<file path="src/design/lkv_pkg.sv">
package lkv_pkg;

    // Storage sizing
    localparam int MAX_ENTRIES = 16;
    localparam int IDX_W       = (MAX_ENTRIES > 1) ? $clog2(MAX_ENTRIES) : 1;
    localparam int RANK_W      = IDX_W;
    localparam int CNT_W       = $clog2(MAX_ENTRIES + 1);

    // Fixed field widths
    localparam int DATA_W = 32;
    localparam int CAP_W  = 5;
    localparam int CMP_W  = (CNT_W > CAP_W) ? CNT_W : CAP_W;

    localparam logic [CAP_W-1:0] CAP_RESET = CAP_W'(16);

    // Request codes
    localparam logic REQ_GET = 1'b0;
    localparam logic REQ_PUT = 1'b1;

    // Value returned by a get miss
    localparam logic signed [DATA_W-1:0] MISS_VALUE = -DATA_W'(1);

    typedef logic [MAX_ENTRIES-1:0] t_vec;

    typedef enum logic [0:0] {
        S_IDLE,
        S_UPDATE
    } t_state;

    // Controller to datapath
    typedef struct packed {
        logic capture;
        logic apply;
    } t_dp_cmd;

    // Datapath to controller
    typedef struct packed {
        logic out_busy;
    } t_dp_status;

endpackage

</file>
<file path="src/design/lkv_if.sv">
interface lkv_req_if;
    logic                                valid;
    logic                                ready;
    logic                                req_type;
    logic signed [lkv_pkg::DATA_W-1:0]   lookup_key;
    logic signed [lkv_pkg::DATA_W-1:0]   write_value;

    modport source (output valid, output req_type, output lookup_key, output write_value,
                    input ready);
    modport sink   (input valid, input req_type, input lookup_key, input write_value,
                    output ready);
endinterface

interface lkv_rsp_if;
    logic                                valid;
    logic                                ready;
    logic                                hit;
    logic signed [lkv_pkg::DATA_W-1:0]   read_value;

    modport source (output valid, output hit, output read_value, input ready);
    modport sink   (input valid, input hit, input read_value, output ready);
endinterface

</file>
<file path="src/design/lkv_ctrl.sv">
module lkv_ctrl (
    input  logic                i_clk,
    input  logic                i_rst_n,
    input  logic                i_req_valid,
    output logic                o_req_ready,
    input  lkv_pkg::t_dp_status i_status,
    output lkv_pkg::t_dp_cmd    o_cmd
);

    lkv_pkg::t_state r_state;
    lkv_pkg::t_state n_state;

    // State register
    always_ff @(posedge i_clk) begin
        if (!i_rst_n) begin
            r_state <= lkv_pkg::S_IDLE;
        end else begin
            r_state <= n_state;
        end
    end

    // Next state: accept in idle, update once the result slot is free
    always_comb begin
        n_state = r_state;
        case (r_state)
            lkv_pkg::S_IDLE: begin
                if (i_req_valid) n_state = lkv_pkg::S_UPDATE;
            end
            lkv_pkg::S_UPDATE: begin
                if (!i_status.out_busy) n_state = lkv_pkg::S_IDLE;
            end
            default: n_state = lkv_pkg::S_IDLE;
        endcase
    end

    // Outputs; no request beat is taken while reset is held
    always_comb begin
        o_req_ready   = 1'b0;
        o_cmd.capture = 1'b0;
        o_cmd.apply   = 1'b0;
        case (r_state)
            lkv_pkg::S_IDLE: begin
                o_req_ready   = i_rst_n;
                o_cmd.capture = i_rst_n && i_req_valid;
            end
            lkv_pkg::S_UPDATE: begin
                o_cmd.apply = !i_status.out_busy;
            end
            default: begin
                o_req_ready = 1'b0;
            end
        endcase
    end

endmodule

</file>
<file path="src/design/lkv_dp.sv">
module lkv_dp (
    input  logic                              i_clk,
    input  logic                              i_rst_n,
    input  lkv_pkg::t_dp_cmd                  i_cmd,
    output lkv_pkg::t_dp_status               o_status,
    input  logic                              i_cfg_we,
    input  logic [lkv_pkg::CAP_W-1:0]         i_cfg_wdata,
    input  logic                              i_req_type,
    input  logic signed [lkv_pkg::DATA_W-1:0] i_lookup_key,
    input  logic signed [lkv_pkg::DATA_W-1:0] i_write_value,
    output logic                              o_rsp_valid,
    input  logic                              i_rsp_ready,
    output logic                              o_rsp_hit,
    output logic signed [lkv_pkg::DATA_W-1:0] o_rsp_read_value
);

    localparam int N = lkv_pkg::MAX_ENTRIES;

    // Entry store
    lkv_pkg::t_vec                    r_valid;
    logic [lkv_pkg::DATA_W-1:0]       r_key  [N];
    logic [lkv_pkg::DATA_W-1:0]       r_val  [N];
    logic [lkv_pkg::RANK_W-1:0]       r_rank [N];
    logic [lkv_pkg::CNT_W-1:0]        r_count;
    logic [lkv_pkg::CAP_W-1:0]        r_cap;

    // Captured request and match vector
    logic                             r_req_type;
    logic [lkv_pkg::DATA_W-1:0]       r_req_key;
    logic [lkv_pkg::DATA_W-1:0]       r_req_val;
    lkv_pkg::t_vec                    r_match;

    // Result register
    logic                             r_out_valid;
    logic                             r_out_hit;
    logic signed [lkv_pkg::DATA_W-1:0] r_out_value;

    logic                             hit;
    logic [lkv_pkg::IDX_W-1:0]        hit_idx;
    logic [lkv_pkg::RANK_W-1:0]       hit_rank;
    logic [lkv_pkg::CMP_W-1:0]        eff_cap;
    logic                             full;
    logic [lkv_pkg::CNT_W-1:0]        cnt_m1;
    lkv_pkg::t_vec                    victim;
    lkv_pkg::t_vec                    valid_left;
    lkv_pkg::t_vec                    free_oh;
    logic                             do_insert;

    // Clamp capacity to 1 .. MAX_ENTRIES
    always_comb begin
        eff_cap = lkv_pkg::CMP_W'(r_cap);
        if (r_cap == '0) eff_cap = lkv_pkg::CMP_W'(1);
        if (eff_cap > lkv_pkg::CMP_W'(N)) eff_cap = lkv_pkg::CMP_W'(N);
    end

    // Hit decode: the match vector is one-hot or zero
    always_comb begin
        hit     = |r_match;
        hit_idx = '0;
        for (int i = 0; i < N; i++) begin
            if (r_match[i]) hit_idx = hit_idx | lkv_pkg::IDX_W'(i);
        end
        hit_rank = r_rank[hit_idx];
    end

    // Eviction victim and lowest free slot
    always_comb begin
        full   = lkv_pkg::CMP_W'(r_count) >= eff_cap;
        cnt_m1 = r_count - lkv_pkg::CNT_W'(1);
        for (int i = 0; i < N; i++) begin
            victim[i] = full && r_valid[i] && (r_rank[i] == cnt_m1[lkv_pkg::RANK_W-1:0]);
        end
        valid_left = r_valid & ~victim;
        free_oh    = ~valid_left & (valid_left + lkv_pkg::t_vec'(1));
        do_insert  = i_cmd.apply && (r_req_type == lkv_pkg::REQ_PUT) && !hit;
    end

    // Capacity, valid bits and count
    always_ff @(posedge i_clk) begin
        if (!i_rst_n) begin
            r_cap   <= lkv_pkg::CAP_RESET;
            r_valid <= '0;
            r_count <= '0;
        end else begin
            if (i_cfg_we) r_cap <= i_cfg_wdata;
            if (do_insert) begin
                r_valid <= valid_left | free_oh;
                if (!full) r_count <= r_count + lkv_pkg::CNT_W'(1);
            end
        end
    end

    // Request capture with key broadcast compare
    always_ff @(posedge i_clk) begin
        if (i_cmd.capture) begin
            r_req_type <= i_req_type;
            r_req_key  <= i_lookup_key;
            r_req_val  <= i_write_value;
            for (int i = 0; i < N; i++) begin
                r_match[i] <= r_valid[i] && (r_key[i] == i_lookup_key);
            end
        end
    end

    // Entry payload and recency update
    always_ff @(posedge i_clk) begin
        if (i_cmd.apply) begin
            for (int i = 0; i < N; i++) begin
                if (hit) begin
                    // promote the hit entry, age the more recent ones
                    if (r_match[i]) begin
                        r_rank[i] <= '0;
                        if (r_req_type == lkv_pkg::REQ_PUT) r_val[i] <= r_req_val;
                    end else if (r_valid[i] && (r_rank[i] < hit_rank)) begin
                        r_rank[i] <= r_rank[i] + lkv_pkg::RANK_W'(1);
                    end
                end else if (r_req_type == lkv_pkg::REQ_PUT) begin
                    // insert as most recent, age the survivors
                    if (free_oh[i]) begin
                        r_key[i]  <= r_req_key;
                        r_val[i]  <= r_req_val;
                        r_rank[i] <= '0;
                    end else if (valid_left[i]) begin
                        r_rank[i] <= r_rank[i] + lkv_pkg::RANK_W'(1);
                    end
                end
            end
        end
    end

    // Result register
    always_ff @(posedge i_clk) begin
        if (!i_rst_n) begin
            r_out_valid <= 1'b0;
        end else if (i_cmd.apply) begin
            r_out_valid <= 1'b1;
        end else if (i_rsp_ready) begin
            r_out_valid <= 1'b0;
        end
    end

    always_ff @(posedge i_clk) begin
        if (i_cmd.apply) begin
            r_out_hit <= hit;
            if (r_req_type == lkv_pkg::REQ_PUT) begin
                r_out_value <= '0;
            end else if (hit) begin
                r_out_value <= r_val[hit_idx];
            end else begin
                r_out_value <= lkv_pkg::MISS_VALUE;
            end
        end
    end

    assign o_status.out_busy = r_out_valid && !i_rsp_ready;
    assign o_rsp_valid       = r_out_valid;
    assign o_rsp_hit         = r_out_hit;
    assign o_rsp_read_value  = r_out_value;

endmodule

</file>
<file path="src/design/lru_key_value_cache.sv">
// A result beat is registered when the recency update is applied; the request is
// matched against all keys in the accept cycle, and the recency ranks are updated
// in the update state that follows. No new request is accepted until that update
// is done. A result held by the sink delays that update, and with it the next accept.
// Reset (synchronous, active low) empties the store and sets capacity to 16.
module lru_key_value_cache (
    input  logic                      i_clk,
    input  logic                      i_rst_n,
    input  logic                      i_cfg_we,
    input  logic [lkv_pkg::CAP_W-1:0] i_cfg_wdata,
    lkv_req_if.sink                   i_req,
    lkv_rsp_if.source                 o_rsp
);

    lkv_pkg::t_dp_cmd    cmd;
    lkv_pkg::t_dp_status status;
    logic                req_ready;

    lkv_ctrl u_ctrl (
        .i_clk       (i_clk),
        .i_rst_n     (i_rst_n),
        .i_req_valid (i_req.valid),
        .o_req_ready (req_ready),
        .i_status    (status),
        .o_cmd       (cmd)
    );

    lkv_dp u_dp (
        .i_clk            (i_clk),
        .i_rst_n          (i_rst_n),
        .i_cmd            (cmd),
        .o_status         (status),
        .i_cfg_we         (i_cfg_we),
        .i_cfg_wdata      (i_cfg_wdata),
        .i_req_type       (i_req.req_type),
        .i_lookup_key     (i_req.lookup_key),
        .i_write_value    (i_req.write_value),
        .o_rsp_valid      (o_rsp.valid),
        .i_rsp_ready      (o_rsp.ready),
        .o_rsp_hit        (o_rsp.hit),
        .o_rsp_read_value (o_rsp.read_value)
    );

    assign i_req.ready = req_ready;

endmodule
</file>
<file path="src/flat_wrapper.sv">
// flat-port wrapper written by rule: the top's interface ports become plain ports
module lru_key_value_cache_flat 
  (i_clk, i_rst_n, i_cfg_we, i_cfg_wdata, i_req_valid, i_req_req_type, i_req_lookup_key, i_req_write_value, i_req_ready, o_rsp_valid, o_rsp_hit, o_rsp_read_value, o_rsp_ready);
  lkv_req_if i_req_i ();
  lkv_rsp_if o_rsp_i ();
  input  logic i_clk;
  input  logic i_rst_n;
  input  logic i_cfg_we;
  input  logic [lkv_pkg::CAP_W-1:0] i_cfg_wdata;
  input wire logic [$bits(i_req_i.valid)-1:0] i_req_valid;
  input wire logic [$bits(i_req_i.req_type)-1:0] i_req_req_type;
  input wire logic [$bits(i_req_i.lookup_key)-1:0] i_req_lookup_key;
  input wire logic [$bits(i_req_i.write_value)-1:0] i_req_write_value;
  output wire logic [$bits(i_req_i.ready)-1:0] i_req_ready;
  output wire logic [$bits(o_rsp_i.valid)-1:0] o_rsp_valid;
  output wire logic [$bits(o_rsp_i.hit)-1:0] o_rsp_hit;
  output wire logic [$bits(o_rsp_i.read_value)-1:0] o_rsp_read_value;
  input wire logic [$bits(o_rsp_i.ready)-1:0] o_rsp_ready;
  assign i_req_i.valid = i_req_valid;
  assign i_req_i.req_type = i_req_req_type;
  assign i_req_i.lookup_key = i_req_lookup_key;
  assign i_req_i.write_value = i_req_write_value;
  assign i_req_ready = i_req_i.ready;
  assign o_rsp_valid = o_rsp_i.valid;
  assign o_rsp_hit = o_rsp_i.hit;
  assign o_rsp_read_value = o_rsp_i.read_value;
  assign o_rsp_i.ready = o_rsp_ready;
  lru_key_value_cache u_core (.i_clk(i_clk), .i_rst_n(i_rst_n), .i_cfg_we(i_cfg_we), .i_cfg_wdata(i_cfg_wdata), .i_req(i_req_i), .o_rsp(o_rsp_i));
endmodule
</file>
<file path="config.mk">
export PLATFORM = sky130hd
export DESIGN_NAME = lru_key_value_cache_flat
export DESIGN_NICKNAME = d
export VERILOG_FILES = /design/src/design/lkv_pkg.sv /design/src/design/lkv_if.sv /design/src/design/lkv_ctrl.sv /design/src/design/lkv_dp.sv /design/src/design/lru_key_value_cache.sv /design/src/flat_wrapper.sv
export SDC_FILE = /design/constraint.sdc
export NUM_CORES = 2
export LEC_CHECK = 0
export BUFFER_PORTS_ARGS = -buffer_cell sky130_fd_sc_hd__buf_2
export CAP_MARGIN = 20
export CORE_ASPECT_RATIO = 1.1
export CORE_MARGIN = 4
export CORE_UTILIZATION = 63
export CTS_CLUSTER_DIAMETER = 200
export DETAILED_ROUTE_END_ITERATION = 7
export PLACE_DENSITY = 0.8
export SLEW_MARGIN = 20
export SYNTH_ARGS = -nofsm -noshare
export SYNTH_HDL_FRONTEND = slang
export SYNTH_SLANG_ARGS = --single-unit
</file>
<file path="constraint.sdc">
create_clock -name i_clk -period 8 [get_ports i_clk]
set_clock_uncertainty 0.05 [all_clocks]
set_input_delay 2 -clock i_clk [delete_from_list [all_inputs] [get_ports i_clk]]
set_output_delay 2 -clock i_clk [all_outputs]
set_load 0.05 [all_outputs]
</file>
==> flow_summary.ini <==
[routing]
wl_per_cell_um = 29.0
drc = 1
ant_nets = 0
wirelength_mm = 146
dr.pass1.iters = 8
via_count = 33246
viasPerCell = 6.61
drtIter0Drc = 4084

[placed_design]
gp_congestion = 0.945
dp_hpwl_mm = 82.8
portBuffers = 109

[logic_synthesis]
synthesis.area_um2 = 52900
seq_area_frac_synth = 0.693
syn_nets = 3934
ys_seq_elements = 1230
ys_warn_count = 0
synth_ff_type = edfxtp_1
synth_cell_types = 80
syn_area_per_cell_um2 = 14.0
synth_edf_count = 1202
syn_inst = 3788
synth-async-reset-ratio = 0

[floorplan]
ios = 110
initial_core_util = 0.635
rows = 111
die-height_um = 312
die_w_um = 284
coreArea_um2 = 83300
die-area_um2 = 88700

[power]
peakVddDrop_uv = 242
p_comb_frac = 0.037
clkPwrFrac = 0.411
p_switching_w = 0.00281
p_leak_nw = 19.6
switching_share = 0.215
internal-power_w = 0.0103
p_per_area_nw_per_um2 = 224
pwr-share-seq = 0.552

[finish]
area_growth_syn_to_layout_pct = 10.4
utilization = 0.701
layout-drive-gt1-share = 0.111
multi_input_area_um2 = 15500
ff_latch_area_um2 = 36700
fin_nets = 4007
n_fill_cell = 5367

[sta]
fin_crit_ns = 5.82
hold_ws_ns = 0.473
slew_viol_final = 0
slew_headroom = 0.126
max_slew.worst_pin.slew_ns = 1.31
finalHoldViolations = 0
setup_violations = 0
finalCritPeriodShare = 0.727
rsz0062_at_grt = false
tns_ns = 0
max_freq_mhz = 172

[worst_setup_path]
arrival_ns = 6.16
required_ns = 8.34
cp_max_fo = 79
cp-start-kind = register
rrSetupSlack_ns = 2.18
crit_path_end_kind = register
slowest_delay_ns = 0.78
worstReg2RegStart = u_core.u_dp.r_match[7]
crit_chain = nor4_4, buf_4, nand2_4, buf_4, nand3_1, a311oi_1, a21o_1, ha_1, a211o_1, nor3b_1, mux2i_1, a311oi_1, o31a_1, a31oi_1, nand3_1
r2r-end = u_core.u_dp.r_rank[15][0]
reg2regPathDepth = 15
path_class = reg2reg
cp_slowest_cell = buf_4

[grt]
gr-usage-all-layers = 0.324
grt_max_degree = 92
grt-ovfl-total = 0
grt_pass1_wl_mm = 212
antenna_found_initial = 2
grt_pass1_vias = 32782

[cts]
clkLatencyLatePin_ns = 0.72
cts_resized = 0
cts_buffer_depth = 3
cts_setup_buffers = 0
clock-sinks = 1230
postCtsHoldBufs = 0
root_buffer = clkbuf_16
path_clk_slew_ns = 0.06
numCtsBuffers = 116
cts_max_level = 3
cts_tree = done

[run]
drv_cap = 0

[min_path]
worstHoldPathType = reg2reg
worstHoldEndpoint = u_core.u_dp.r_count[4]
hp-start = u_core.u_dp.r_count[4]
min_path_cells = 2

[outcome]
violations = design-rule violations
status = finished, violations left
## state kept, by name, indices dropped and copies added (netlist names)
register                      flops
u_core.u_ctrl.r_state             1
u_core.u_dp.r_req_type            1
u_core.u_dp.r_req_key            32
u_core.u_dp.r_val               512
u_core.u_dp.o_rsp_hit             1
u_core.u_dp.r_count               5
u_core.u_dp.r_req_val            32
u_core.u_dp.r_cap                 5
u_core.u_dp.o_rsp_valid           1
u_core.u_dp.r_key               512
u_core.u_dp.r_rank               64
u_core.u_dp.o_rsp_read_value     32
u_core.u_dp.r_valid              16
u_core.u_dp.r_match              16
## power groups by stage
stage	logic [W]	registers, W	clock network, W
2_1_floorplan	0.000290	0.00732	0
3_3_place_gp	0.000470	0.00735	0
3_5_place_dp	0.000479	0.00735	0
4_1_cts	0.000483	0.00722	0.00540
5_1_grt	0.000516	0.00722	0.00570
6_report	0.000490	0.00722	0.00537
## logic make-up (layout without fill, tap and decap cells)
logic type      after synthesis  count (layout)  synth area share
compound gates              342             342            0.0491
simple gates               1283            1283             0.115
flops                      1230            1230             0.693
xor+xnor                    614             614             0.106
buf+inv                     240             411            0.0181
other cells                   0               1                 0
fa+ha+maj                    71              71            0.0168
mux                           8               8           0.00151
## metal layers
metal | vias up | routed length (um) | global-route usage
met3 | 480 | 14000 | 0.0476
met4 | 2 | 8560 | 0.173
met5 | - | 13 | 0
met2 | 2152 | 71600 | 0.549
met1 | 16394 | 51600 | 0.409
li1 | 14218 | - | -
## synthesized netlist by cell type, drive strengths merged, types with 7 or more instances
cell / number / area, um2
o21ai: 23 / 115
a211oi: 40 / 305
nor2b: 13 / 81.3
nor2: 75 / 292
dfxtp: 28 / 561
mux2i: 8 / 80.1
nor3: 14 / 86.3
a21o: 20 / 150
ha: 71 / 888
inv: 22 / 82.6
a31o: 35 / 307
edfxtp: 1202 / 36100
nand4: 124 / 782
buf: 51 / 248
and3: 42 / 263
a31oi: 16 / 100
nand3: 333 / 1670
clkbuf: 167 / 627
and2: 35 / 219
nand2: 563 / 2120
a211o: 9 / 78.8
nor4: 56 / 387
xnor2: 481 / 4210
a21oi: 61 / 305
xnor3: 15 / 338
o21a: 11 / 82.6
a311oi: 74 / 648
o211ai: 7 / 57.6
and4: 7 / 61.3
xor2: 116 / 1020
## critical path: cells and delay by family, from the launching register on
family                   cells  cell delay [ns]
AO/OA/AOI/OAI                6             1.91
adder cells (fa/ha/maj)      1             0.38
buffers and inverters        2             1.08
flip-flops                   1             0.56
multiplexers                 1             0.11
AND/OR/NAND/NOR              5             1.32
## cells in the final DEF, fill, tap and decap left out, drive strengths merged, types with 40 or more instances in the layout
cell type,Yosys,final
buf,51,173
clkbuf,167,136
a21oi,61,61
ha,71,71
nor2,75,75
a211oi,40,40
nand2,563,563
nor4,56,56
clkinv,0,65
a311oi,74,74
xor2,116,116
nand4,124,124
and3,42,42
edfxtp,1202,1202
xnor2,481,481
nand3,333,333
## area by class of cell
| cell class | instances | share of cell area |
|---|---|---|
| flip-flops and latches | 1230 | 0.628 |
| multi-input cells | 2318 | 0.266 |
| clock buffers | 136 | 0.0513 |
| well taps | 1073 | 0.0230 |
| repair buffers | 173 | 0.0187 |
| clock inverters | 80 | 0.0122 |
| inverters | 22 | 0.00141 |
| diodes | 1 | 0.0000428 |
## worst max path at each step
stage	from	endpoint	cells past startpoint
6_report	u_core.u_dp.r_match[7]	u_core.u_dp.r_rank[15][0]	15
5_1_grt	u_core.u_dp.r_match[7]	u_core.u_dp.r_rank[15][0]	15
4_1_cts	u_core.u_dp.r_match[7]	u_core.u_dp.r_rank[15][0]	15
3_5_place_dp	u_core.u_dp.r_match[13]	u_core.u_dp.r_rank[15][0]	15
3_3_place_gp	u_core.u_dp.r_match[13]	u_core.u_dp.r_rank[15][2]	15
2_1_floorplan	o_rsp_ready	u_core.u_dp.r_val[7][0]	8
## metrics by stage
| stage | total power [W] | instance area [um2] | cells | setup WS, ns |
|---|---|---|---|---|
| finish | 0.0131 | 58400 | 5033 | 2.18 |
| global route | 0.0134 | 58400 | 5032 | 1.84 |
| CTS | 0.0131 | 58300 | 5027 | 2.31 |
| detailed placement | 0.00783 | 54600 | 4811 | 2.34 |
| global placement | 0.00782 | 54600 | 4811 | 2.38 |
| floorplan | 0.00760 | 52900 | 3788 | 1.63 |
Note: power is estimated with default switching activity, not from simulation.
